$ cat config.mk
export PLATFORM = sky130hd
export DESIGN_NAME = mtq_front
export DESIGN_NICKNAME = d
export VERILOG_FILES = /design/src/rtl/core/mtq_pkg.sv /design/src/rtl/core/mtq_front.sv
export SDC_FILE = /design/constraint.sdc
export NUM_CORES = 1
export LEC_CHECK = 0
export BUFFER_PORTS_ARGS = -buffer_cell sky130_fd_sc_hd__buf_4
export CAP_MARGIN = 5
export CORE_ASPECT_RATIO = 0.5
export CORE_UTILIZATION = 55
export CTS_CLUSTER_DIAMETER = 40
export DETAILED_ROUTE_END_ITERATION = 7
export GPL_TIMING_DRIVEN = 1
export PLACE_DENSITY = 0.82
export RECOVER_POWER = 25
export SYNTH_ARGS = -nofsm -noshare
export SYNTH_HDL_FRONTEND = slang
export SYNTH_SLANG_ARGS = --single-unit
$ cat constraint.sdc
create_clock -name clk -period 6.7 [get_ports clk]
set_input_delay 1.34 -clock clk [delete_from_list [all_inputs] [get_ports clk]]
set_output_delay 1.34 -clock clk [all_outputs]
set_load 0.01 [all_outputs]
$ cat src/rtl/core/mtq_pkg.sv
`default_nettype none
// ----------------------------------------------------------------------------
// mtq_pkg
// shared types and constants of the multi-timer queue
// ----------------------------------------------------------------------------
package mtq_pkg;

  localparam int MAX_TIMERS  = 16;
  localparam int MAX_RESULTS = 16;
  localparam int CNT_W       = $clog2(MAX_TIMERS + 1);
  localparam int RES_W       = $clog2(MAX_RESULTS + 1);
  localparam int TIME_W      = 40;
  localparam int US_PER_SEC  = 1000000;
  localparam int FIFO_DEPTH  = 2;

  localparam logic [2:0] ST_ADDED   = 3'd0;
  localparam logic [2:0] ST_RESCHED = 3'd1;
  localparam logic [2:0] ST_CANCEL  = 3'd2;
  localparam logic [2:0] ST_IGNORED = 3'd3;
  localparam logic [2:0] ST_EXPIRED = 3'd4;
  localparam logic [2:0] ST_NONE    = 3'd5;

  typedef struct packed {
    logic        action;
    logic [7:0]  timer_id;
    logic [19:0] seconds;
    logic [19:0] microseconds;
    logic [31:0] elapsed_us;
  } in_word_t;

  typedef struct packed {
    logic [2:0] status;
    logic       table_full;
    logic [7:0] expired_id;
    logic       last;
  } out_word_t;

  // decoded command handed from front to back
  typedef struct packed {
    logic              is_tick;
    logic [7:0]        timer_id;
    logic [TIME_W-1:0] sec_us;
    logic [19:0]       usecs;
    logic [31:0]       elapsed;
  } cmd_t;

  typedef enum logic [2:0] {
    S_IDLE,
    S_FIND,
    S_INSERT,
    S_RESULT,
    S_TSUB,
    S_POP
  } state_t;

endpackage
`default_nettype wire

$ cat src/rtl/core/mtq_front.sv
`default_nettype none
// ----------------------------------------------------------------------------
// mtq_front
// input stage: takes words, scales seconds to microseconds, classifies
// ----------------------------------------------------------------------------
module mtq_front (
  input  wire logic             clk,
  input  wire logic             rst_n,
  input  wire logic             in_valid,
  output logic                  in_stall,
  input  wire mtq_pkg::in_word_t in_word,
  output logic                  cmd_valid,
  input  wire logic             cmd_full,
  output mtq_pkg::cmd_t         cmd
);

  logic          fv_r, fv_nxt;
  mtq_pkg::cmd_t cmd_r, cmd_nxt;
  logic          take;

  assign in_stall  = fv_r && cmd_full;
  assign take      = in_valid && !in_stall;
  assign cmd_valid = fv_r;
  assign cmd       = cmd_r;

  always_comb begin
    fv_nxt  = (fv_r && cmd_full) || take;
    cmd_nxt = cmd_r;
    if (take) begin
      cmd_nxt.is_tick  = in_word.action;
      cmd_nxt.timer_id = in_word.timer_id;
      cmd_nxt.sec_us   = mtq_pkg::TIME_W'(in_word.seconds) *
                         mtq_pkg::TIME_W'(mtq_pkg::US_PER_SEC);
      cmd_nxt.usecs    = in_word.microseconds;
      cmd_nxt.elapsed  = in_word.elapsed_us;
    end
  end

  always_ff @(posedge clk) begin
    if (!rst_n) begin
      fv_r <= 1'b0;
    end else begin
      fv_r <= fv_nxt;
    end
    cmd_r <= cmd_nxt;
  end

endmodule
`default_nettype wire

After elaboration in Yosys (flattened, before gate mapping)
Index checks and enable logic that the tools add are counted.
Cells by class
  $mul: 1
  reductions and logical operators: 4
Operator list (number)
  multiplier 20 x 14 -> 34 bit, second input constant: 1
  logical AND 1 bit: 2
  logical NOT 1 bit: 1
  logical OR 1 bit: 1
Word-level totals
  register bits: 96
  output and inout port bits: 103
  logic and storage cells: 11

Longest topological paths before layout
  depth after elaboration: 4
  mapped depth: 19

Worst setup path after synthesis
No wires, ideal clock.
  path type: input-to-reg
  from: input cmd_full
  to: register cmd_r, in the netlist cmd[0] (enable)
  library setup time: 0.560 ns
  arrival: 5.738 ns
  data required time: 6.140 ns
  setup slack: 0.402 ns
  stages on the path: 2
  cell sequence: and2_1 -> nor2b_1
Between the ends
  word-level cells in the longest chain between the ends: 3
Ends and longest elaborated chain
  start, declared: line mtq_front.sv:13  | input wire logic cmd_full,
  logical AND 1 bit: line mtq_front.sv:21  | assign in_stall = fv_r && cmd_full;
  logical NOT 1 bit: line mtq_front.sv:22  | assign take = in_valid && !in_stall;
  logical AND 1 bit: line mtq_front.sv:22
  named net take: line mtq_front.sv:19  | logic take;
  end signal, assigned: line mtq_front.sv:45  | cmd_r <= cmd_nxt;
  end, declared: line mtq_front.sv:18  | mtq_pkg::cmd_t cmd_r, cmd_nxt;
The timed path passes the listed nets, and every way through them passes these cells.
A chain may end at the register's enable or synchronous reset.

Worst setup path in the final report
  from: input in_word[54] in the netlist's numbering
  to: register cmd_r, in the netlist cmd[91], data pin
Between the ends
  word-level cells in the longest chain between the ends: 1
Ends and longest elaborated chain
  start, declared: line mtq_front.sv:11  | input wire mtq_pkg::in_word_t in_word,
  multiplier 20 x 14 -> 34 bit: line mtq_front.sv:32  | cmd_nxt.sec_us = mtq_pkg::TIME_W'(in_word.seconds) *
No other way between the ends.

==> flow_metrics.tcl <==
set metrics [dict create \
    via_count 5216 \
    clock_path_buffers 2 \
    worst_pin_slew_ns 0.8445 \
    core_area_um2 13060 \
    critPathKind "in -> reg" \
    drv_slew 0 \
    syn_area_um2 7610 \
    row_count 29 \
    drt_iter0_markers 385 \
    slowest_delay_ns 0.58 \
    viasPerCell 5.405 \
    syn2layout_area_growth_pct 22.99 \
    rsz0062_at_grt "no" \
    leakage_nw 4.406 \
    timing.final.crit_share 0.9467 \
    drive_gt1_frac 0.2604 \
    io_pins 188 \
    cts_setup_buffers 0 \
    place.detailed.hpwl_um 13880 \
    cp_cell_sequence "clkbuf_1, inv_1, fa_1, inv_1, fa_1, fa_1, fa_1, ha_1, inv_1, fa_1, inv_1, ha_1, nand3_4, or3_1, nand3_1, o21ai_2, mux2i_1, a2111o_1" \
    grt_use_total 0.2474 \
    port_buffers 181 \
    die_h_um 85.18 \
    fill_cells 980 \
    cts.sinks 96 \
    worst_setup_path_end_kind "flop" \
    cts_made_buffers 9 \
    drc 0 \
    initial_core_util 0.5826 \
    async_flop_share 0 \
    layout_common_cells "118 x buf_4, 117 x ha_1, 99 x inv_1, 95 x edfxtp_1, 75 x fa_1" \
    cts_root_buf "clkbuf_16" \
    diodes 0 \
    place_area_um2 9102 \
    synth_edf_count 95 \
    die_width_um 168.4 \
    h-tree-depth 3 \
    clk_pin_slew_ns 0.07 \
    ant_nets 0 \
    timing.final.crit_period_ns 6.343 \
    hold_viol_final 0 \
    fin_skew_ns 0.01050 \
    wl_per_cell_um 17.28 \
    cpMostUsedCell "fa_1" \
    syn_avg_cell_area_um2 12.60 \
    grt_pass1_wl_um 27190 \
    fin_tns_setup_ns 0 \
    drt_pass1_iterations 7 \
    maxCapViolations 0 \
    cp-start-kind "primary input" \
    routed_wl_um 16680 \
    antenna_found_initial 0 \
    fmax_mhz 157.7 \
    place_ws_ns 0.1195 \
    grt_max_degree 67 \
    ys_seq_elements 96 \
    slew_headroom 0.4358 \
    setup_viol_count_final 0 \
    synth_ff_type "edfxtp_1" \
    ir_drop_mv 0.4534 \
    grt_pass1_vias 5445 \
    crit_arrival_ns 6.44 \
    gr-total-overflow 0 \
    worstPathRequired_ns 6.80 \
    cp_slowest_cell "fa_1" \
    status "finished clean" \
    nets 1067 \
    fin_ws_ns 0.3569 \
    final_common_cell "buf_4" \
    synth_cells 604 \
    hold_class "reg -> reg" \
    clock_latency_ns 0.34 \
    die-area_um2 14340 \
    power_density_nw_per_um2 527.4 \
    ys_types 56 \
    yosysWarnings 0 \
    ys_seq_area_frac 0.3775 \
    cts_hold_buf 0 \
    ctsResizeCount 0 \
    crit_fanout 7 \
    fin_area_um2 9359 \
    routabilityCongestion 0.9106 \
    tritoncts "built" \
]
-- layout make-up --
type | count | area [um2] | area share
multi-input cells | 398 | 4249 | 0.4540
flip-flops and latches | 96 | 2873 | 0.3070
repair buffers | 186 | 1370 | 0.1464
inverters | 99 | 371.6 | 0.03971
clock buffers | 10 | 229.0 | 0.02447
well taps | 170 | 212.7 | 0.02273
clock inverters | 6 | 53.80 | 0.005749
-- flip-flops by register name (all words and copies together) (netlist names) --
signal     cells
cmd_valid      1
cmd           95
-- critical path, delay by kind of cell --
family                   cells  cell delay [ns]
buffers and inverters        5             0.57
AO/OA/AOI/OAI                2             0.46
AND/OR/NAND/NOR              3             0.75
adder cells (fa/ha/maj)      7             3.19
multiplexers                 1             0.13
-- power by group --
| part | internal, mW | leakage, nW | switching (mW) |
|---|---|---|---|
| clock | 0.258 | 0.129 | 0.231 |
| combinational | 1.40 | 3.35 | 2.09 |
| sequential | 0.929 | 0.928 | 0.0306 |
-- synthesized netlist by cell type, drive strengths merged (2+ instances only) --
library cell / n / area, um2
ha: 117 / 1464
inv: 99 / 371.6
edfxtp: 95 / 2853
fa: 75 / 1501
a21oi: 30 / 153.9
nand2: 25 / 93.84
nor2: 22 / 82.58
o21ai: 19 / 106.4
xnor2: 16 / 140.1
xor2: 12 / 105.1
buf: 9 / 67.56
nand3: 9 / 57.56
nand4: 7 / 43.79
a21o: 6 / 48.80
clkbuf: 6 / 63.80
o21a: 6 / 45.04
a211oi: 5 / 37.54
nor3: 4 / 25.02
a221oi: 3 / 32.53
nor4: 3 / 18.77
o211ai: 3 / 22.52
a211o: 2 / 17.52
and3: 2 / 12.51
nand2b: 2 / 12.51
nor2b: 2 / 12.51
o221ai: 2 / 17.52
o31ai: 2 / 15.01
or3: 2 / 12.51
-- routing by layer --
layer,part of all wire,track usage,vias to the layer above
li1,-,-,2463
met1,0.41,0.3172,2560
met2,0.51,0.4353,176
met3,0.064,0.05177,17
met4,0.011,0.05785,0
met5,0,0,-
-- final timing paths --
kind                    end  cells after the start  slack, ns   startpoint
hold / removal    cmd_valid                      2       0.77    cmd_valid
setup reg to reg    cmd[67]                      3       4.28    cmd_valid
hold reg to reg   cmd_valid                      2       0.77    cmd_valid
setup / recovery    cmd[91]                     18       0.36  in_word[54]
-- per-stage QoR --
stage	hold slack [ns]	util	power, mW	std cells
detailed placement	0.6950	0.6968	4.413	949
finish	0.7700	0.7165	4.936	965
global route	0.7810	0.7165	5.358	965
CTS	0.7140	0.7185	4.932	965
floorplan	0.7129	-	3.589	609
global placement	0.6586	0.6968	4.359	949
-- cells by family (layout without fill, tap and decap cells) --
family | Yosys count | count (layout) | synth area share
fa+ha+maj | 192 | 192 | 0.3897
buf+inv | 115 | 301 | 0.06757
flops | 96 | 96 | 0.3775
compound gates | 88 | 88 | 0.07728
simple gates | 83 | 83 | 0.05393
xor+xnor | 28 | 28 | 0.03223
other cells | 1 | 6 | 0.0004928
mux | 1 | 1 | 0.001315
No activity file was read; power rests on OpenSTA's default activity.
