### config.mk
export PLATFORM = sky130hd
export DESIGN_NAME = mtq_fifo
export DESIGN_NICKNAME = d
export VERILOG_FILES = /design/src/rtl/core/mtq_pkg.sv /design/src/rtl/core/mtq_fifo.sv
export SDC_FILE = /design/constraint.sdc
export NUM_CORES = 1
export LEC_CHECK = 0
export BUFFER_PORTS_ARGS = -buffer_cell sky130_fd_sc_hd__buf_2
export CORE_ASPECT_RATIO = 0.75
export CORE_UTILIZATION = 47
export CTS_BUF_LIST = sky130_fd_sc_hd__clkbuf_8 sky130_fd_sc_hd__clkbuf_16
export DETAILED_ROUTE_END_ITERATION = 6
export PLACE_DENSITY = 0.81
export RECOVER_POWER = 25
export SYNTH_ARGS = -nofsm -noshare
export SYNTH_HDL_FRONTEND = slang
export SYNTH_SLANG_ARGS = --single-unit
### constraint.sdc
create_clock -name clk -period 5 [get_ports clk]
set_input_delay 0.25 -clock clk [delete_from_list [all_inputs] [get_ports clk]]
set_output_delay 0.25 -clock clk [all_outputs]
set_load 0.03 [all_outputs]
### src/rtl/core/mtq_pkg.sv
`default_nettype none
// ----------------------------------------------------------------------------
// mtq_pkg
// shared types and constants of the multi-timer queue
// ----------------------------------------------------------------------------
package mtq_pkg;

  localparam int MAX_TIMERS  = 16;
  localparam int MAX_RESULTS = 16;
  localparam int CNT_W       = $clog2(MAX_TIMERS + 1);
  localparam int RES_W       = $clog2(MAX_RESULTS + 1);
  localparam int TIME_W      = 40;
  localparam int US_PER_SEC  = 1000000;
  localparam int FIFO_DEPTH  = 2;

  localparam logic [2:0] ST_ADDED   = 3'd0;
  localparam logic [2:0] ST_RESCHED = 3'd1;
  localparam logic [2:0] ST_CANCEL  = 3'd2;
  localparam logic [2:0] ST_IGNORED = 3'd3;
  localparam logic [2:0] ST_EXPIRED = 3'd4;
  localparam logic [2:0] ST_NONE    = 3'd5;

  typedef struct packed {
    logic        action;
    logic [7:0]  timer_id;
    logic [19:0] seconds;
    logic [19:0] microseconds;
    logic [31:0] elapsed_us;
  } in_word_t;

  typedef struct packed {
    logic [2:0] status;
    logic       table_full;
    logic [7:0] expired_id;
    logic       last;
  } out_word_t;

  // decoded command handed from front to back
  typedef struct packed {
    logic              is_tick;
    logic [7:0]        timer_id;
    logic [TIME_W-1:0] sec_us;
    logic [19:0]       usecs;
    logic [31:0]       elapsed;
  } cmd_t;

  typedef enum logic [2:0] {
    S_IDLE,
    S_FIND,
    S_INSERT,
    S_RESULT,
    S_TSUB,
    S_POP
  } state_t;

endpackage
`default_nettype wire

### src/rtl/core/mtq_fifo.sv
`default_nettype none
// ----------------------------------------------------------------------------
// mtq_fifo
// short command queue between front and back
// ----------------------------------------------------------------------------
module mtq_fifo (
  input  wire logic          clk,
  input  wire logic          rst_n,
  input  wire logic          push,
  input  wire mtq_pkg::cmd_t push_cmd,
  output logic               full,
  input  wire logic          pop,
  output logic               not_empty,
  output mtq_pkg::cmd_t      head
);

  localparam int PW = $clog2(mtq_pkg::FIFO_DEPTH);

  mtq_pkg::cmd_t mem_r [mtq_pkg::FIFO_DEPTH];
  logic [PW-1:0] wp_r, wp_nxt, rp_r, rp_nxt;
  logic [PW:0]   cnt_r, cnt_nxt;
  logic          do_push, do_pop;

  assign full      = cnt_r == (PW+1)'(mtq_pkg::FIFO_DEPTH);
  assign not_empty = cnt_r != '0;
  assign head      = mem_r[rp_r];
  assign do_push   = push && !full;
  assign do_pop    = pop && not_empty;

  always_comb begin
    wp_nxt  = do_push ? wp_r + 1'b1 : wp_r;
    rp_nxt  = do_pop ? rp_r + 1'b1 : rp_r;
    cnt_nxt = cnt_r + (PW+1)'(do_push) - (PW+1)'(do_pop);
  end

  always_ff @(posedge clk) begin
    if (!rst_n) begin
      wp_r  <= '0;
      rp_r  <= '0;
      cnt_r <= '0;
    end else begin
      wp_r  <= wp_nxt;
      rp_r  <= rp_nxt;
      cnt_r <= cnt_nxt;
    end
    if (do_push) begin
      mem_r[wp_r] <= push_cmd;
    end
  end

endmodule
`default_nettype wire

Word-level counts from Yosys, hierarchy flattened:

Memories as Yosys holds them, arrays and structs flattened. A register that Yosys moved wholly into a read port is not among the register bits.
Index checks and enable logic that the tools add are counted.
Widths: inputs -> output; s select.

* memories kept: 1
* input port bits: 105
* latch bits: 0
* RAM bits: 202
* output and inout bits: 103
* flip-flop bits (word level): 4
* logic and storage cells: 17
* ROM bits: 0

Memories
* mem_r: words 2, width 101, read ports 1, clocked after memory_dff 1, write ports 1, RTL line mtq_fifo.sv:19 `mtq_pkg::cmd_t mem_r [mtq_pkg::FIFO_DEPTH];`

* reduce and logical (&&, ||, !) cells: 4
* shifts and indexed selects: 0
* muxes and demuxes: 4
* bitwise logic cells: 0
* divide/modulo/power cells: 0
* $add $sub $neg: 4
* order comparisons: 0
* $mul: 0
* eq/ne operators: 1

Operators by type and width (count)
* $mux 1: 4
* $add 1x1->1 const B: 2
* $add 2x1->2: 1
* $eq 2x2->1 const B: 1
* $logic_and 1x1->1: 2
* $reduce_bool 2->1: 1
* $sub 2x1->2: 1
* $logic_not 1->1: 1

Longest topological paths before layout:

* depth in word-level cells: 5
* depth in mapped cells: 8
* depth with buffers taken out: 8

Worst setup path before layout:

Ideal clock, no wire load.

* path type: register -> register
* start point: register cnt_r[0]
* end point: memory mem_r[0][0] (netlist bit), enable pin
* data required time: 4438 ps
* arrival time: 4784 ps
* period minus slack after synthesis: 5346 ps
* buffers on the path: 0
* cell stages (with the launch flop): 4
* slack: -346 ps
* cell sequence: dfxtp_1 > nand2b_1 > nand2_1 > nor2_1

* word-level cells in the longest chain between the ends: 5

Ends and longest elaborated chain
* from (decl): RTL line mtq_fifo.sv:21 `logic [PW:0] cnt_r, cnt_nxt;`
* from (signal assigned): RTL line mtq_fifo.sv:44 `cnt_r <= cnt_nxt;`
* $eq 2x2->1: RTL line mtq_fifo.sv:24 `assign full = cnt_r == (PW+1)'(mtq_pkg::FIFO_DEPTH);`
* $logic_not 1->1: RTL line mtq_fifo.sv:27 `assign do_push = push && !full;`
* $logic_and 1x1->1: RTL line mtq_fifo.sv:27
* $mux 1: RTL line mtq_fifo.sv:46 `if (do_push) begin`
* $mux 1 (implied by the code): RTL line mtq_fifo.sv:47 `mem_r[wp_r] <= push_cmd;`
* to (decl): RTL line mtq_fifo.sv:19

Every way passes these cells.

==> impl_table.tex <==
\begin{tabular}{lr}
\hline
Metric & Value \\
\hline
\multicolumn{2}{l}{\textbf{Detailed routing}} \\
\quad Number of vias per cell & 4.83 \\
\quad Count of routing violations after the opening detailed-route iteration & between 200 and 250 \\
\quad DRT met1 WL & around 6400 µm \\
\quad Highest metal used & met4 \\
\quad Post-detailed-route count of antenna-violating nets & 0 \\
\quad Total vias in the final route & 4,275 \\
\quad DRC violation count after routing & 15 \\
\quad Met3 layer wire length in the routed design & 1020 µm \\
\quad Router iterations before antenna repair & 7 \\
\quad Met2 routed wirelength & approximately 7900 µm \\
\quad Overall routed net length & roughly 16,000 µm \\
\quad Average routed wire per standard cell & 17.6 µm \\
\multicolumn{2}{l}{\textbf{Logic synthesis}} \\
\quad Ranking of synthesized cells by instance count & sky130\_fd\_sc\_hd\_\_edfxtp\_1, sky130\_fd\_sc\_hd\_\_mux2\_4, sky130\_fd\_sc\_hd\_\_mux2\_2, sky130\_fd\_sc\_hd\_\_buf\_12, sky130\_fd\_sc\_hd\_\_dfxtp\_1 \\
\quad Number of enable flip-flop cells after synthesis & slightly above 200 \\
\quad Largest area contributor in the netlist & sky130\_fd\_sc\_hd\_\_edfxtp\_1 \\
\quad Ys Warns & 0 \\
\quad Number of cells produced by synthesis & 341 \\
\quad Mapped Avg Cell Area & around 23 µm² \\
\quad Net count after synthesis & about 450 \\
\quad Leading register cell type out of synthesis & sky130\_fd\_sc\_hd\_\_edfxtp\_1 \\
\quad Proportion of register bits with asynchronous set or reset after synthesis & 0\% \\
\quad Portion of the post-synthesis area used by sequential elements & just under 80\% \\
\quad Number of distinct library cells after synthesis & 20 \\
\quad Area share of the largest cell type after synthesis & 76.1\% \\
\quad Most frequent cell after synthesis & sky130\_fd\_sc\_hd\_\_edfxtp\_1 \\
\quad Netlist area before placement & about 8000 µm² \\
\quad Number of synthesized register bits & $\sim$210 \\
\quad Top area cells in the synthesized netlist & sky130\_fd\_sc\_hd\_\_edfxtp\_1, sky130\_fd\_sc\_hd\_\_mux2\_4, sky130\_fd\_sc\_hd\_\_buf\_12, sky130\_fd\_sc\_hd\_\_mux2\_2, sky130\_fd\_sc\_hd\_\_dfxtp\_1 \\
\multicolumn{2}{l}{\textbf{Power}} \\
\quad P per Cell Area & 533 nW/µm² \\
\quad Total leakage power & about 4.1 nW \\
\quad Highest ir drop seen on vdd & $\sim$360 µV \\
\multicolumn{2}{l}{\textbf{STA}} \\
\quad Worst slack on hold paths & 0.0381 ns \\
\quad Setup repair after global routing missed its margin & false \\
\quad Fin. max-slew vios & 0 \\
\quad Slew @ Worst Pin & just over 0.7 ns \\
\quad Number of hold violations in the final report & 0 \\
\quad Final TNS setup & 0 ns \\
\quad Final Critical Period & 2.71 ns \\
\quad Fmax achieved & 370 MHz \\
\quad Setup violators final & 0 \\
\quad Remaining max-slew budget at the tightest pin & approximately half \\
\quad Clock tree skew after final layout & around 0.0095 ns \\
\quad Final cycle utilization of the critical path & a little over half \\
\multicolumn{2}{l}{\textbf{Global route}} \\
\quad Antenna violations before repair & 0 \\
\quad Total congestion overflow after global routing & 0 \\
\quad Vias in the first global route & roughly 4,600 \\
\quad Global-route wire length before repair & about 24,000 µm \\
\quad Pin count of the biggest net entering global routing & 53 \\
\quad Global router's overall resource usage & $\sim$18\% \\
\multicolumn{2}{l}{\textbf{CTS}} \\
\quad CTS Root Buffer Type & sky130\_fd\_sc\_hd\_\_clkbuf\_16 \\
\quad TritonCTS Sinks & approximately 210 \\
\quad Post-CTS Resized & 0 \\
\quad Clock-pin slew reported for the worst setup and hold paths after clock tree synthesis & approximately 0.06 ns \\
\quad Cts bufs inserted & 20 \\
\quad Number of buffers inserted by post-CTS setup repair & 0 \\
\quad Clock tree from TritonCTS & done \\
\quad Clk buf depth & 3 \\
\quad CTS HTree Levels & 1 \\
\quad Latest clock arrival within the worst-skew pair & roughly 0.48 ns \\
\multicolumn{2}{l}{\textbf{Worst setup path}} \\
\quad Cells along the critical path & buf\_4 > mux2\_4 > buf\_2 \\
\quad CP max stage cell & sky130\_fd\_sc\_hd\_\_dfxtp\_4 \\
\quad Peak per-stage delay on the critical path & between 0.7 and 0.8 ns \\
\quad Launching element type of the critical path & register \\
\quad Data required time at the worst endpoint & 4.75 ns \\
\quad Data arrival time at the worst-slack endpoint & about 2.5 ns \\
\quad Path type of the worst setup path & register to primary output \\
\quad CP Max Fanout & 35 \\
\quad Number of buffers and inverters on the critical path & 2 \\
\quad Crit. End Element & primary output \\
\quad Slack of the worst reg-to-reg path & 2.51 ns \\
\quad Category of cells accounting for the largest share of critical-path delay & buffers and inverters \\
\multicolumn{2}{l}{\textbf{Floorplan}} \\
\quad Die width & roughly 150 µm \\
\quad Core outline area & 16,300 µm² \\
\quad Row Count & 40 \\
\quad Number of I/O pins & 208 \\
\quad Effective utilization at floorplan & between 40\% and 50\% \\
\quad Die area & about 17,000 µm² \\
\quad Die Y-Extent & roughly 110 µm \\
\multicolumn{2}{l}{\textbf{Placed design}} \\
\quad Final RePlAce weighted congestion & 0.700 \\
\quad Number of input and output port buffers inserted & 207 \\
\quad Placed wire-length estimate & 9400 µm \\
\multicolumn{2}{l}{\textbf{Run}} \\
\quad Max capacitance violation total & 0 \\
\multicolumn{2}{l}{\textbf{Run status}} \\
\quad Violated checks & design-rule violations \\
\quad Result of the run & finished with violations \\
\multicolumn{2}{l}{\textbf{Final layout}} \\
\quad Share of post-route cells with drive strength above 1 & a little over two fifths \\
\quad Util after Layout & between 60\% and 70\% \\
\quad Area added between synthesis and finish & 33.9\% \\
\quad Number of fill cells & between 1,000 and 1,500 \\
\quad Diodes inserted & 0 \\
\quad Final net count & 772 \\
\multicolumn{2}{l}{\textbf{Min path}} \\
\quad Worst hold-check path type & input port to register \\
\hline
\end{tabular}
## sequential cells by signal, summed over array words and instances, names as in the netlist, named ones only
name and flops:
cnt_r 2, mem_r 202, wp_r 1, rp_r 1
## metrics by stage
stage / power (mW) / setup slack [ns] / cells / cell area [µm²]
finish: 5.69 / 2.29 / 886 / 10700
global route: 5.91 / 2.20 / 886 / 10700
CTS: 5.74 / 2.27 / 886 / 10700
detailed placement: 4.29 / 2.49 / 752 / 9130
global placement: 4.24 / 2.62 / 752 / 9130
floorplan: 3.93 / 1.35 / 341 / 7980
## power by group
part	switching, mW	internal (mW)
Combinational	1.16	0.781
Clock	0.586	0.802
Sequential	0.128	2.24
Total	1.87	3.82
## worst reg2reg max path, stage by stage, from the launching register on
cell	delay [ns]
sky130_fd_sc_hd__dfxtp_1	0.37
sky130_fd_sc_hd__nand2b_1	0.18
sky130_fd_sc_hd__nand2_1	0.16
sky130_fd_sc_hd__nor2_4	0.11
sky130_fd_sc_hd__buf_4	0.54
sky130_fd_sc_hd__buf_4	0.71
## final timing paths
check / startpoint / end / depth (start not counted)
min: rst_n / cnt_r[0] / 2
min reg2reg: rp_r / register / 2
max reg2reg: cnt_r[0] / mem_r[0][9] / 5
max: register / head[67] / 3
## per-layer routing
layer	up-vias	global-route usage [%]
li1	1989	-
met1	2084	21.6
met2	181	32.4
met3	21	4.11
met4	0	4.08
met5	-	0
## cell usage in the layout (no fill, tap or decap), types with 2 or more instances in the layout
cell                            instances
sky130_fd_sc_hd__and2_1                 2
sky130_fd_sc_hd__buf_2                157
sky130_fd_sc_hd__buf_4                  5
sky130_fd_sc_hd__clkbuf_1              47
sky130_fd_sc_hd__clkbuf_16             21
sky130_fd_sc_hd__clkbuf_2               2
sky130_fd_sc_hd__clkinv_1               3
sky130_fd_sc_hd__clkinv_2               2
sky130_fd_sc_hd__dfxtp_1                4
sky130_fd_sc_hd__dlygate4sd3_1        101
sky130_fd_sc_hd__edfxtp_1             202
sky130_fd_sc_hd__ha_1                   2
sky130_fd_sc_hd__inv_1                  9
sky130_fd_sc_hd__mux2_2                11
sky130_fd_sc_hd__mux2_4                90
sky130_fd_sc_hd__nand2_1                2
sky130_fd_sc_hd__nand2b_1               2
sky130_fd_sc_hd__nor2_1                 3
## cells by family after synthesis
family                   count (synthesis)  share of synthesized area [%]
AO/OA/AOI/OAI                            1                         0.0942
XOR/XNOR                                 2                          0.220
adder cells (fa/ha/maj)                  2                          0.314
buffers and inverters                   14                           2.60
flip-flops                             207                           77.3
multiplexers                           102                           18.6
AND/OR/NAND/NOR                         13                          0.816
## layout make-up
cell class,count,area (µm²),area share [%]
Tap cell,210,263,2.46
Clock buffer,21,526,4.92
Sequential cell,207,6170,57.8
Timing Repair Buffer,313,2020,19.0
Inverter,3,11.3,0.105
Clock inverter,12,73.8,0.691
Multi-Input combinational cell,120,1610,15.1
## repair_timing
action,in CTS,in global routing
endpoints found under the hold margin,202,0
hold buffers,101,0
setup endpoints to repair,0,0
(Power assumes the default switching activity.)
