--- config.mk ---
export PLATFORM = sky130hd
export DESIGN_NAME = mtq_back
export DESIGN_NICKNAME = d
export VERILOG_FILES = /design/src/rtl/core/mtq_pkg.sv /design/src/rtl/core/mtq_back.sv
export SDC_FILE = /design/constraint.sdc
export NUM_CORES = 2
export LEC_CHECK = 0
export ABC_AREA = 0
export BUFFER_PORTS_ARGS = -buffer_cell sky130_fd_sc_hd__buf_2
export CORE_ASPECT_RATIO = 0.7
export CORE_UTILIZATION = 23
export CTS_BUF_LIST = sky130_fd_sc_hd__clkbuf_8
export CTS_CLUSTER_SIZE = 12
export DETAILED_ROUTE_END_ITERATION = 10
export HOLD_SLACK_MARGIN = 0.06
export PLACE_DENSITY_LB_ADDON = 0.08
export SYNTH_ARGS = -nofsm -noshare
export SYNTH_HDL_FRONTEND = slang
export SYNTH_SLANG_ARGS = --single-unit
--- constraint.sdc ---
create_clock -name clk -period 14.4 [get_ports clk]
set_input_delay 3.6 -clock clk [delete_from_list [all_inputs] [get_ports clk]]
set_output_delay 3.6 -clock clk [all_outputs]
set_load 0.01 [all_outputs]
--- src/rtl/core/mtq_pkg.sv ---
`default_nettype none
// ----------------------------------------------------------------------------
// mtq_pkg
// shared types and constants of the multi-timer queue
// ----------------------------------------------------------------------------
package mtq_pkg;

  localparam int MAX_TIMERS  = 16;
  localparam int MAX_RESULTS = 16;
  localparam int CNT_W       = $clog2(MAX_TIMERS + 1);
  localparam int RES_W       = $clog2(MAX_RESULTS + 1);
  localparam int TIME_W      = 40;
  localparam int US_PER_SEC  = 1000000;
  localparam int FIFO_DEPTH  = 2;

  localparam logic [2:0] ST_ADDED   = 3'd0;
  localparam logic [2:0] ST_RESCHED = 3'd1;
  localparam logic [2:0] ST_CANCEL  = 3'd2;
  localparam logic [2:0] ST_IGNORED = 3'd3;
  localparam logic [2:0] ST_EXPIRED = 3'd4;
  localparam logic [2:0] ST_NONE    = 3'd5;

  typedef struct packed {
    logic        action;
    logic [7:0]  timer_id;
    logic [19:0] seconds;
    logic [19:0] microseconds;
    logic [31:0] elapsed_us;
  } in_word_t;

  typedef struct packed {
    logic [2:0] status;
    logic       table_full;
    logic [7:0] expired_id;
    logic       last;
  } out_word_t;

  // decoded command handed from front to back
  typedef struct packed {
    logic              is_tick;
    logic [7:0]        timer_id;
    logic [TIME_W-1:0] sec_us;
    logic [19:0]       usecs;
    logic [31:0]       elapsed;
  } cmd_t;

  typedef enum logic [2:0] {
    S_IDLE,
    S_FIND,
    S_INSERT,
    S_RESULT,
    S_TSUB,
    S_POP
  } state_t;

endpackage
`default_nettype wire

--- src/rtl/core/mtq_back.sv ---
`default_nettype none
// ----------------------------------------------------------------------------
// mtq_back
// sorted timer table as a row of cells, with the sequencer that runs
// set and tick commands and drives the result register
// ----------------------------------------------------------------------------
module mtq_back (
  input  wire logic          clk,
  input  wire logic          rst_n,
  input  wire logic          cmd_avail,
  input  wire mtq_pkg::cmd_t cmd_head,
  output logic               cmd_pop,
  output logic               out_valid,
  input  wire logic          out_stall,
  output mtq_pkg::out_word_t out_word
);

  localparam int N  = mtq_pkg::MAX_TIMERS;
  localparam int TW = mtq_pkg::TIME_W;
  localparam int CW = mtq_pkg::CNT_W;
  localparam int RW = mtq_pkg::RES_W;

  mtq_pkg::state_t     state_r, state_nxt;
  logic [7:0]          id_r  [N];
  logic [7:0]          id_nxt[N];
  logic [TW-1:0]       rem_r  [N];
  logic [TW-1:0]       rem_nxt[N];
  logic [CW-1:0]       count_r, count_nxt;
  logic [CW-1:0]       lim_r, lim_nxt;
  logic [RW-1:0]       npop_r, npop_nxt;
  logic [TW-1:0]       t_r, t_nxt;
  logic [7:0]          cid_r, cid_nxt;
  logic [31:0]         el_r, el_nxt;
  logic [2:0]          rs_r, rs_nxt;
  logic                rf_r, rf_nxt;
  logic                ov_r, ov_nxt;
  mtq_pkg::out_word_t  ow_r, ow_nxt;

  logic [N-1:0]        match;
  logic [N-1:0]        ahead;
  logic [CW-1:0]       midx;
  logic                any_match, t_zero, out_free, pop_ok, more_after;

  assign out_valid = ov_r;
  assign out_word  = ow_r;
  assign out_free  = !ov_r || !out_stall;
  assign t_zero    = t_r == '0;
  assign any_match = |match;
  assign pop_ok    = (count_r != '0) && (rem_r[0] == '0) &&
                     (npop_r < RW'(mtq_pkg::MAX_RESULTS));
  assign more_after = (count_r > CW'(1)) && (rem_r[1] == '0) &&
                      (npop_r + RW'(1) < RW'(mtq_pkg::MAX_RESULTS));

  // per-cell compares
  always_comb begin
    midx = '0;
    for (int j = 0; j < N; j++) begin
      match[j] = (CW'(j) < count_r) && (id_r[j] == cid_r);
      ahead[j] = (CW'(j) >= count_r) || (rem_r[j] > t_r) ||
                 ((rem_r[j] == t_r) && (CW'(j) >= lim_r));
      if (match[j]) begin
        midx = midx | CW'(j);
      end
    end
  end

  // next state
  always_comb begin
    state_nxt = state_r;
    unique case (state_r)
      mtq_pkg::S_IDLE: begin
        if (cmd_avail) begin
          state_nxt = cmd_head.is_tick ? mtq_pkg::S_TSUB : mtq_pkg::S_FIND;
        end
      end
      mtq_pkg::S_FIND: begin
        if (t_zero || (!any_match && count_r == CW'(N))) begin
          state_nxt = mtq_pkg::S_RESULT;
        end else begin
          state_nxt = mtq_pkg::S_INSERT;
        end
      end
      mtq_pkg::S_INSERT: state_nxt = mtq_pkg::S_RESULT;
      mtq_pkg::S_RESULT: begin
        if (out_free) begin
          state_nxt = mtq_pkg::S_IDLE;
        end
      end
      mtq_pkg::S_TSUB:   state_nxt = mtq_pkg::S_POP;
      mtq_pkg::S_POP: begin
        if (out_free && !(pop_ok && more_after)) begin
          state_nxt = mtq_pkg::S_IDLE;
        end
      end
      default: state_nxt = mtq_pkg::S_IDLE;
    endcase
  end

  // datapath and outputs
  always_comb begin
    id_nxt    = id_r;
    rem_nxt   = rem_r;
    count_nxt = count_r;
    lim_nxt   = lim_r;
    npop_nxt  = npop_r;
    t_nxt     = t_r;
    cid_nxt   = cid_r;
    el_nxt    = el_r;
    rs_nxt    = rs_r;
    rf_nxt    = rf_r;
    cmd_pop   = 1'b0;
    ov_nxt    = ov_r && out_stall;
    ow_nxt    = ow_r;
    unique case (state_r)
      mtq_pkg::S_IDLE: begin
        if (cmd_avail) begin
          cmd_pop  = 1'b1;
          cid_nxt  = cmd_head.timer_id;
          el_nxt   = cmd_head.elapsed;
          t_nxt    = cmd_head.sec_us + TW'(cmd_head.usecs);
          npop_nxt = '0;
        end
      end
      mtq_pkg::S_FIND: begin
        rf_nxt = 1'b0;
        if (any_match) begin
          // close the gap left by the matched cell
          for (int j = 0; j < N - 1; j++) begin
            if (CW'(j) >= midx) begin
              id_nxt[j]  = id_r[j+1];
              rem_nxt[j] = rem_r[j+1];
            end
          end
          count_nxt = count_r - CW'(1);
          lim_nxt   = midx;
          rs_nxt    = t_zero ? mtq_pkg::ST_CANCEL : mtq_pkg::ST_RESCHED;
        end else begin
          lim_nxt = CW'(N);
          if (t_zero) begin
            rs_nxt = mtq_pkg::ST_IGNORED;
          end else begin
            rs_nxt = mtq_pkg::ST_ADDED;
            rf_nxt = count_r == CW'(N);
          end
        end
      end
      mtq_pkg::S_INSERT: begin
        if (ahead[0]) begin
          id_nxt[0]  = cid_r;
          rem_nxt[0] = t_r;
        end
        for (int j = 1; j < N; j++) begin
          if (ahead[j]) begin
            if (!ahead[j-1]) begin
              id_nxt[j]  = cid_r;
              rem_nxt[j] = t_r;
            end else begin
              id_nxt[j]  = id_r[j-1];
              rem_nxt[j] = rem_r[j-1];
            end
          end
        end
        count_nxt = count_r + CW'(1);
      end
      mtq_pkg::S_RESULT: begin
        if (out_free) begin
          ov_nxt            = 1'b1;
          ow_nxt.status     = rs_r;
          ow_nxt.table_full = rf_r;
          ow_nxt.expired_id = '0;
          ow_nxt.last       = 1'b1;
        end
      end
      mtq_pkg::S_TSUB: begin
        for (int j = 0; j < N; j++) begin
          rem_nxt[j] = (rem_r[j] > TW'(el_r)) ? rem_r[j] - TW'(el_r) : '0;
        end
      end
      mtq_pkg::S_POP: begin
        if (out_free) begin
          ov_nxt            = 1'b1;
          ow_nxt.table_full = 1'b0;
          if (pop_ok) begin
            ow_nxt.status     = mtq_pkg::ST_EXPIRED;
            ow_nxt.expired_id = id_r[0];
            ow_nxt.last       = !more_after;
            for (int j = 0; j < N - 1; j++) begin
              id_nxt[j]  = id_r[j+1];
              rem_nxt[j] = rem_r[j+1];
            end
            count_nxt = count_r - CW'(1);
            npop_nxt  = npop_r + RW'(1);
          end else begin
            ow_nxt.status     = mtq_pkg::ST_NONE;
            ow_nxt.expired_id = '0;
            ow_nxt.last       = 1'b1;
          end
        end
      end
      default: begin
        ov_nxt = ov_r && out_stall;
      end
    endcase
  end

  always_ff @(posedge clk) begin
    if (!rst_n) begin
      state_r <= mtq_pkg::S_IDLE;
      count_r <= '0;
      ov_r    <= 1'b0;
    end else begin
      state_r <= state_nxt;
      count_r <= count_nxt;
      ov_r    <= ov_nxt;
    end
    id_r   <= id_nxt;
    rem_r  <= rem_nxt;
    lim_r  <= lim_nxt;
    npop_r <= npop_nxt;
    t_r    <= t_nxt;
    cid_r  <= cid_nxt;
    el_r   <= el_nxt;
    rs_r   <= rs_nxt;
    rf_r   <= rf_nxt;
    ow_r   <= ow_nxt;
  end

endmodule
`default_nettype wire

---- After elaboration in Yosys (flattened, before gate mapping) ----
Cells that the tools add are included.
storage, ports and cells
  input bits .............................. 105
  register bits after elaboration ......... 884
  output and inout port bits .............. 15
operators by class
  multiplexer cells ....................... 157
  add/sub/neg operators ................... 20
  eq/ne operators ......................... 75
  order comparisons ....................... 98
  reduce and logical (&&, ||, !) cells .... 129
operator list
  operator                                                                      count
  40-bit 2-to-1 mux                                                             62
  600-bit case mux with 4 select lines                                          1
  600-bit 2-to-1 mux                                                            3
  40-bit equality test                                                          16
  40-bit by 32-bit > comparator with 1-bit output                               16
  40-bit > comparator                                                           16
  40-bit by 32-bit subtractor with 40-bit output                                16
  120-bit 2-to-1 mux                                                            3
  8-bit 2-to-1 mux                                                              45
  120-bit case mux with 3 select lines                                          1
  6-bit AND reduction                                                           30
  8-bit equality test                                                           16
  40-bit logical NOT                                                            3
  4-bit by 5-bit >= comparator with 1-bit output (first input constant)         16
  40-bit case mux with 2 select lines                                           1
  2-bit != test (second input constant)                                         37
  40-bit by 20-bit adder with 40-bit output                                     1
  3-bit by 5-bit >= comparator with 1-bit output (first input constant)         8
  1-bit logical AND                                                             40
  4-bit by 5-bit less-than comparator with 1-bit output (first input constant)  8
  1-bit logical OR                                                              34
  4-bit 2-to-1 mux                                                              8
  5-bit 2-to-1 mux                                                              6
  4-bit >= comparator (first input constant)                                    7
  37 further kinds                                                              85

---- Depth between registers and ports, before layout ----
  word-level depth ........................ 21
  mapped depth ............................ 18
  mapped depth without buffers ............ 15

---- Worst setup path after synthesis ----
No wires, ideal clock.
  path type ............................... input to output
  from .................................... in cmd_avail
  to ...................................... out cmd_pop
  arrival ................................. 9279 ps
  path slack .............................. 1521 ps
  cell stages on the path ................. 2
  required time ........................... 10800 ps
  cell sequence ........................... nand2b_1 > nor3_1
between the ends
  longest elaborated chain between the ends .. 2
ends and longest elaborated chain
  element             line             text
  start: declaration  mtq_back.sv:10   input wire logic cmd_avail,
  1-bit 2-to-1 mux    mtq_back.sv:116  if (cmd_avail) begin
  1-bit 2-to-1 mux    mtq_back.sv:114  unique case (state_r)
  end: declaration    mtq_back.sv:12   output logic cmd_pop,
Every way passes these cells.

---- Worst setup path after layout ----
Ends and elaborated chain as after synthesis.

==> results.toml <==
[clock_network]
cts.repair.resized = 0
insertion_delay_ns = 1.09
cts_num_sinks = 883
htreeDepth = 4
cts_buffers = 194
clk_pin_slew_ns = 0.07
postCtsHoldBufs = 0
clock_path_buffers = 4
cts_root_buf = "clkbuf_8"
cts_tree = "done"
post-cts-setup-buffer-count = 0

[detailed_routing]
totalWireLength_mm = 562
route.detailed.drc = 0
drtPass1Iterations = 7
ant_nets = 0
drt_iter0_drc = 14000
wl_per_cell_um = 36.1
viasPerCell = 5.83
num_vias = 90700

[timing]
period_needed_ns = 8.12
worst_pin_slew_ns = 1.46
setup_viol = 0
clock.fmax_ghz = 0.123
finalCritPeriodShare_pct = 56.4
hold_viol_final = 0
fin_worst_skew_ns = 0.129
tns_ns = 0
finalMaxSlewViolations = 0
rsz0062_at_grt = "false"
relSlewSlack_pct = 2.92

[logic_synthesis]
synthFlopType = "edfxtp_1"
yosys-top-cells-area = "edfxtp_1 29%, ha_1 16%, mux2i_1 6.6%"
synth-edff-count = 874
yosys_register_bits = 883
synth_top_area_share_pct = 28.7
yosysUniqueCellTypes = 99
mappedNetlistNets = 11400
syn_avg_cell_area_um2 = 9.08
synthCells = 10100
seq_area_frac_synth_pct = 28.9
ys_warn_count = 0
yosysTopAreaCell = "edfxtp_1"
syn_area_um2 = 91400
async_reset_ff_share_pct = 0

[floorplan]
io-pin-count = 120
core-area_um2 = 395000
dieArea_um2 = 400000
fp.dieH_um = 530
die_x_um = 756
num_rows = 193
initial_utilization_pct = 23.1

[critical_path]
cpPeakStageDelay_ns = 0.38
crit_path_end_kind = "primary output"
timing.critical_path.buf_inv = 3
start_kind = "primary input"
cp_max_fo = 22
r2r_setup_slack_ns = 7.80
cpLargestDelayFamily = "buffers and inverters"
crit_path_frequent_cell = "buf_2"
critPathKind = "in -> out"
worstPathArrival_ns = 4.52
critical_path_required_ns = 10.80
cpMaxStageDelayCell = "buf_4"
cp_cell_sequence = "buf_2, nand2b_1, nor3_2, buf_4, buf_2"

[cells_and_area]
nFillCells = 42400
nets = 11400
drive_above_1_share_pct = 7.95
area_growth_pct = 12.5
final_core_util_pct = 26.0
final_cells = 15600
fin_area_um2 = 103000

[placed_design]
place_congestion = 0.972
numPortBuffers = 119
dp.cells = 15200
hpwlAfterDp_mm = 432
dpl_cell_area_um2 = 99200

[global_route]
grt_overflow_total = 0
antenna_found_initial = 59
grt_pass1_wl_mm = 738
grt_use_total_pct = 26.8
grt_start_max_net_pins = 162
grt_pass1_vias = 81900

[power_and_ir_drop]
power.internal_mw = 11.7
power_mw = 25.9
netSwitchingPower_mw = 14.2
p_comb_share_pct = 62.5
p_seq_share_pct = 25.9
sw_frac_of_total_pct = 55.0
powerDensity_nw_per_um2 = 252
ir_drop_mv = 0.0925
p_leak_nw = 41.8
p_clk_share_pct = 11.6

[run_status]
status = "finished clean"

[worst_hold_path]
hold_path_class = "reg -> reg"

[flow_run]
maxCapViolations = 0
synth_stat cells, types with 95 or more instances:
library cell and n:
nand4_1 261, clkbuf_1 420, a21o_1 486, nor2b_1 107
edfxtp_1 874, xor2_1 324, xnor2_1 422, nor4_1 96
o221ai_1 353, nor2_1 528, nor3_1 142, a21oi_1 769
mux2i_1 607, a22oi_1 175, nand3_1 161, o21ai_0 675
inv_1 241, a211oi_1 95, ha_1 1181, nand2_1 944
power by group through the flow:
stage	combinational (mW)	sequential [mW]	clock, mW
detailed placement	15.6	6.55	0
global route	17.4	6.63	3.14
finish	16.2	6.71	2.99
global placement	15.6	6.57	0
CTS	15.7	6.51	3.06
floorplan	10.5	5.15	0
worst paths after layout:
| kind | startpoint | to | depth (start not counted) |
|---|---|---|---|
| min | rf_r$_SDFFCE_PP0P_ | out_word[9]$_SDFFCE_PP0P_ | 1 |
| max reg2reg | t_r[7]$_DFFE_PP_ | rem_r[43]$_DFFE_PP_ | 12 |
| min reg2reg | rf_r$_SDFFCE_PP0P_ | out_word[9]$_SDFFCE_PP0P_ | 1 |
| max | cmd_avail | cmd_pop | 5 |
metal layers:
metal,global-route usage (%),share of wire (%),vias to the layer above
met5,0,0.0091,-
met4,6.68,2.7,8
met1,45.1,52,45800
li1,-,-,39000
met3,7.36,12,529
met2,30.9,33,5405
flip-flops by register name, summed over array words and instances, names as in the netlist:
| register | count |
|---|---|
| id_r | 128 |
| rf_r | 1 |
| out_valid | 1 |
| count_r | 5 |
| el_r | 32 |
| rs_r | 2 |
| cid_r | 8 |
| state_r | 3 |
| t_r | 40 |
| npop_r | 5 |
| rem_r | 640 |
| out_word | 13 |
| lim_r | 5 |
final cells by class:
| cell class | instances | area [um^2] | area share (%) |
|---|---|---|---|
| diodes | 17 | 42.5 | 0.0414 |
| clock buffers | 196 | 2700 | 2.62 |
| clock inverters | 139 | 958 | 0.932 |
| inverters | 241 | 905 | 0.879 |
| multi-input cells | 8402 | 62300 | 60.6 |
| flip-flops and latches | 883 | 26400 | 25.7 |
| well taps | 5265 | 6590 | 6.40 |
| repair buffers | 417 | 2930 | 2.85 |
metrics by stage:
| stage | hold slack, ns | worst slack [ns] |
|---|---|---|
| finish | 0.536 | 6.28 |
| global route | 0.566 | 6.21 |
| CTS | 0.543 | 6.27 |
| detailed placement | 0.522 | 6.28 |
| global placement | 0.520 | 6.28 |
| floorplan | 0.497 | 1.52 |
cell usage in the layout, fill, tap and decap left out, types with 175 or more instances in the layout:
master	count
a21o_1	485
a21oi_1	759
a22oi_1	175
buf_4	290
clkbuf_8	196
edfxtp_1	874
ha_1	1181
inv_1	268
mux2i_1	607
nand2_1	942
nand4_1	261
nor2_1	505
o21ai_0	673
o221ai_1	353
xnor2_1	422
xor2_1	324
cells by family after synthesis:
family          after synthesis  share of synthesized area (%)
mux                         648                           7.15
xor+xnor                    746                           7.15
compound gates             3229                           23.5
buf+inv                     781                           3.35
fa+ha+maj                  1198                           16.5
simple gates               2581                           13.4
flops                       883                           28.9
(Power assumes the default switching activity.)
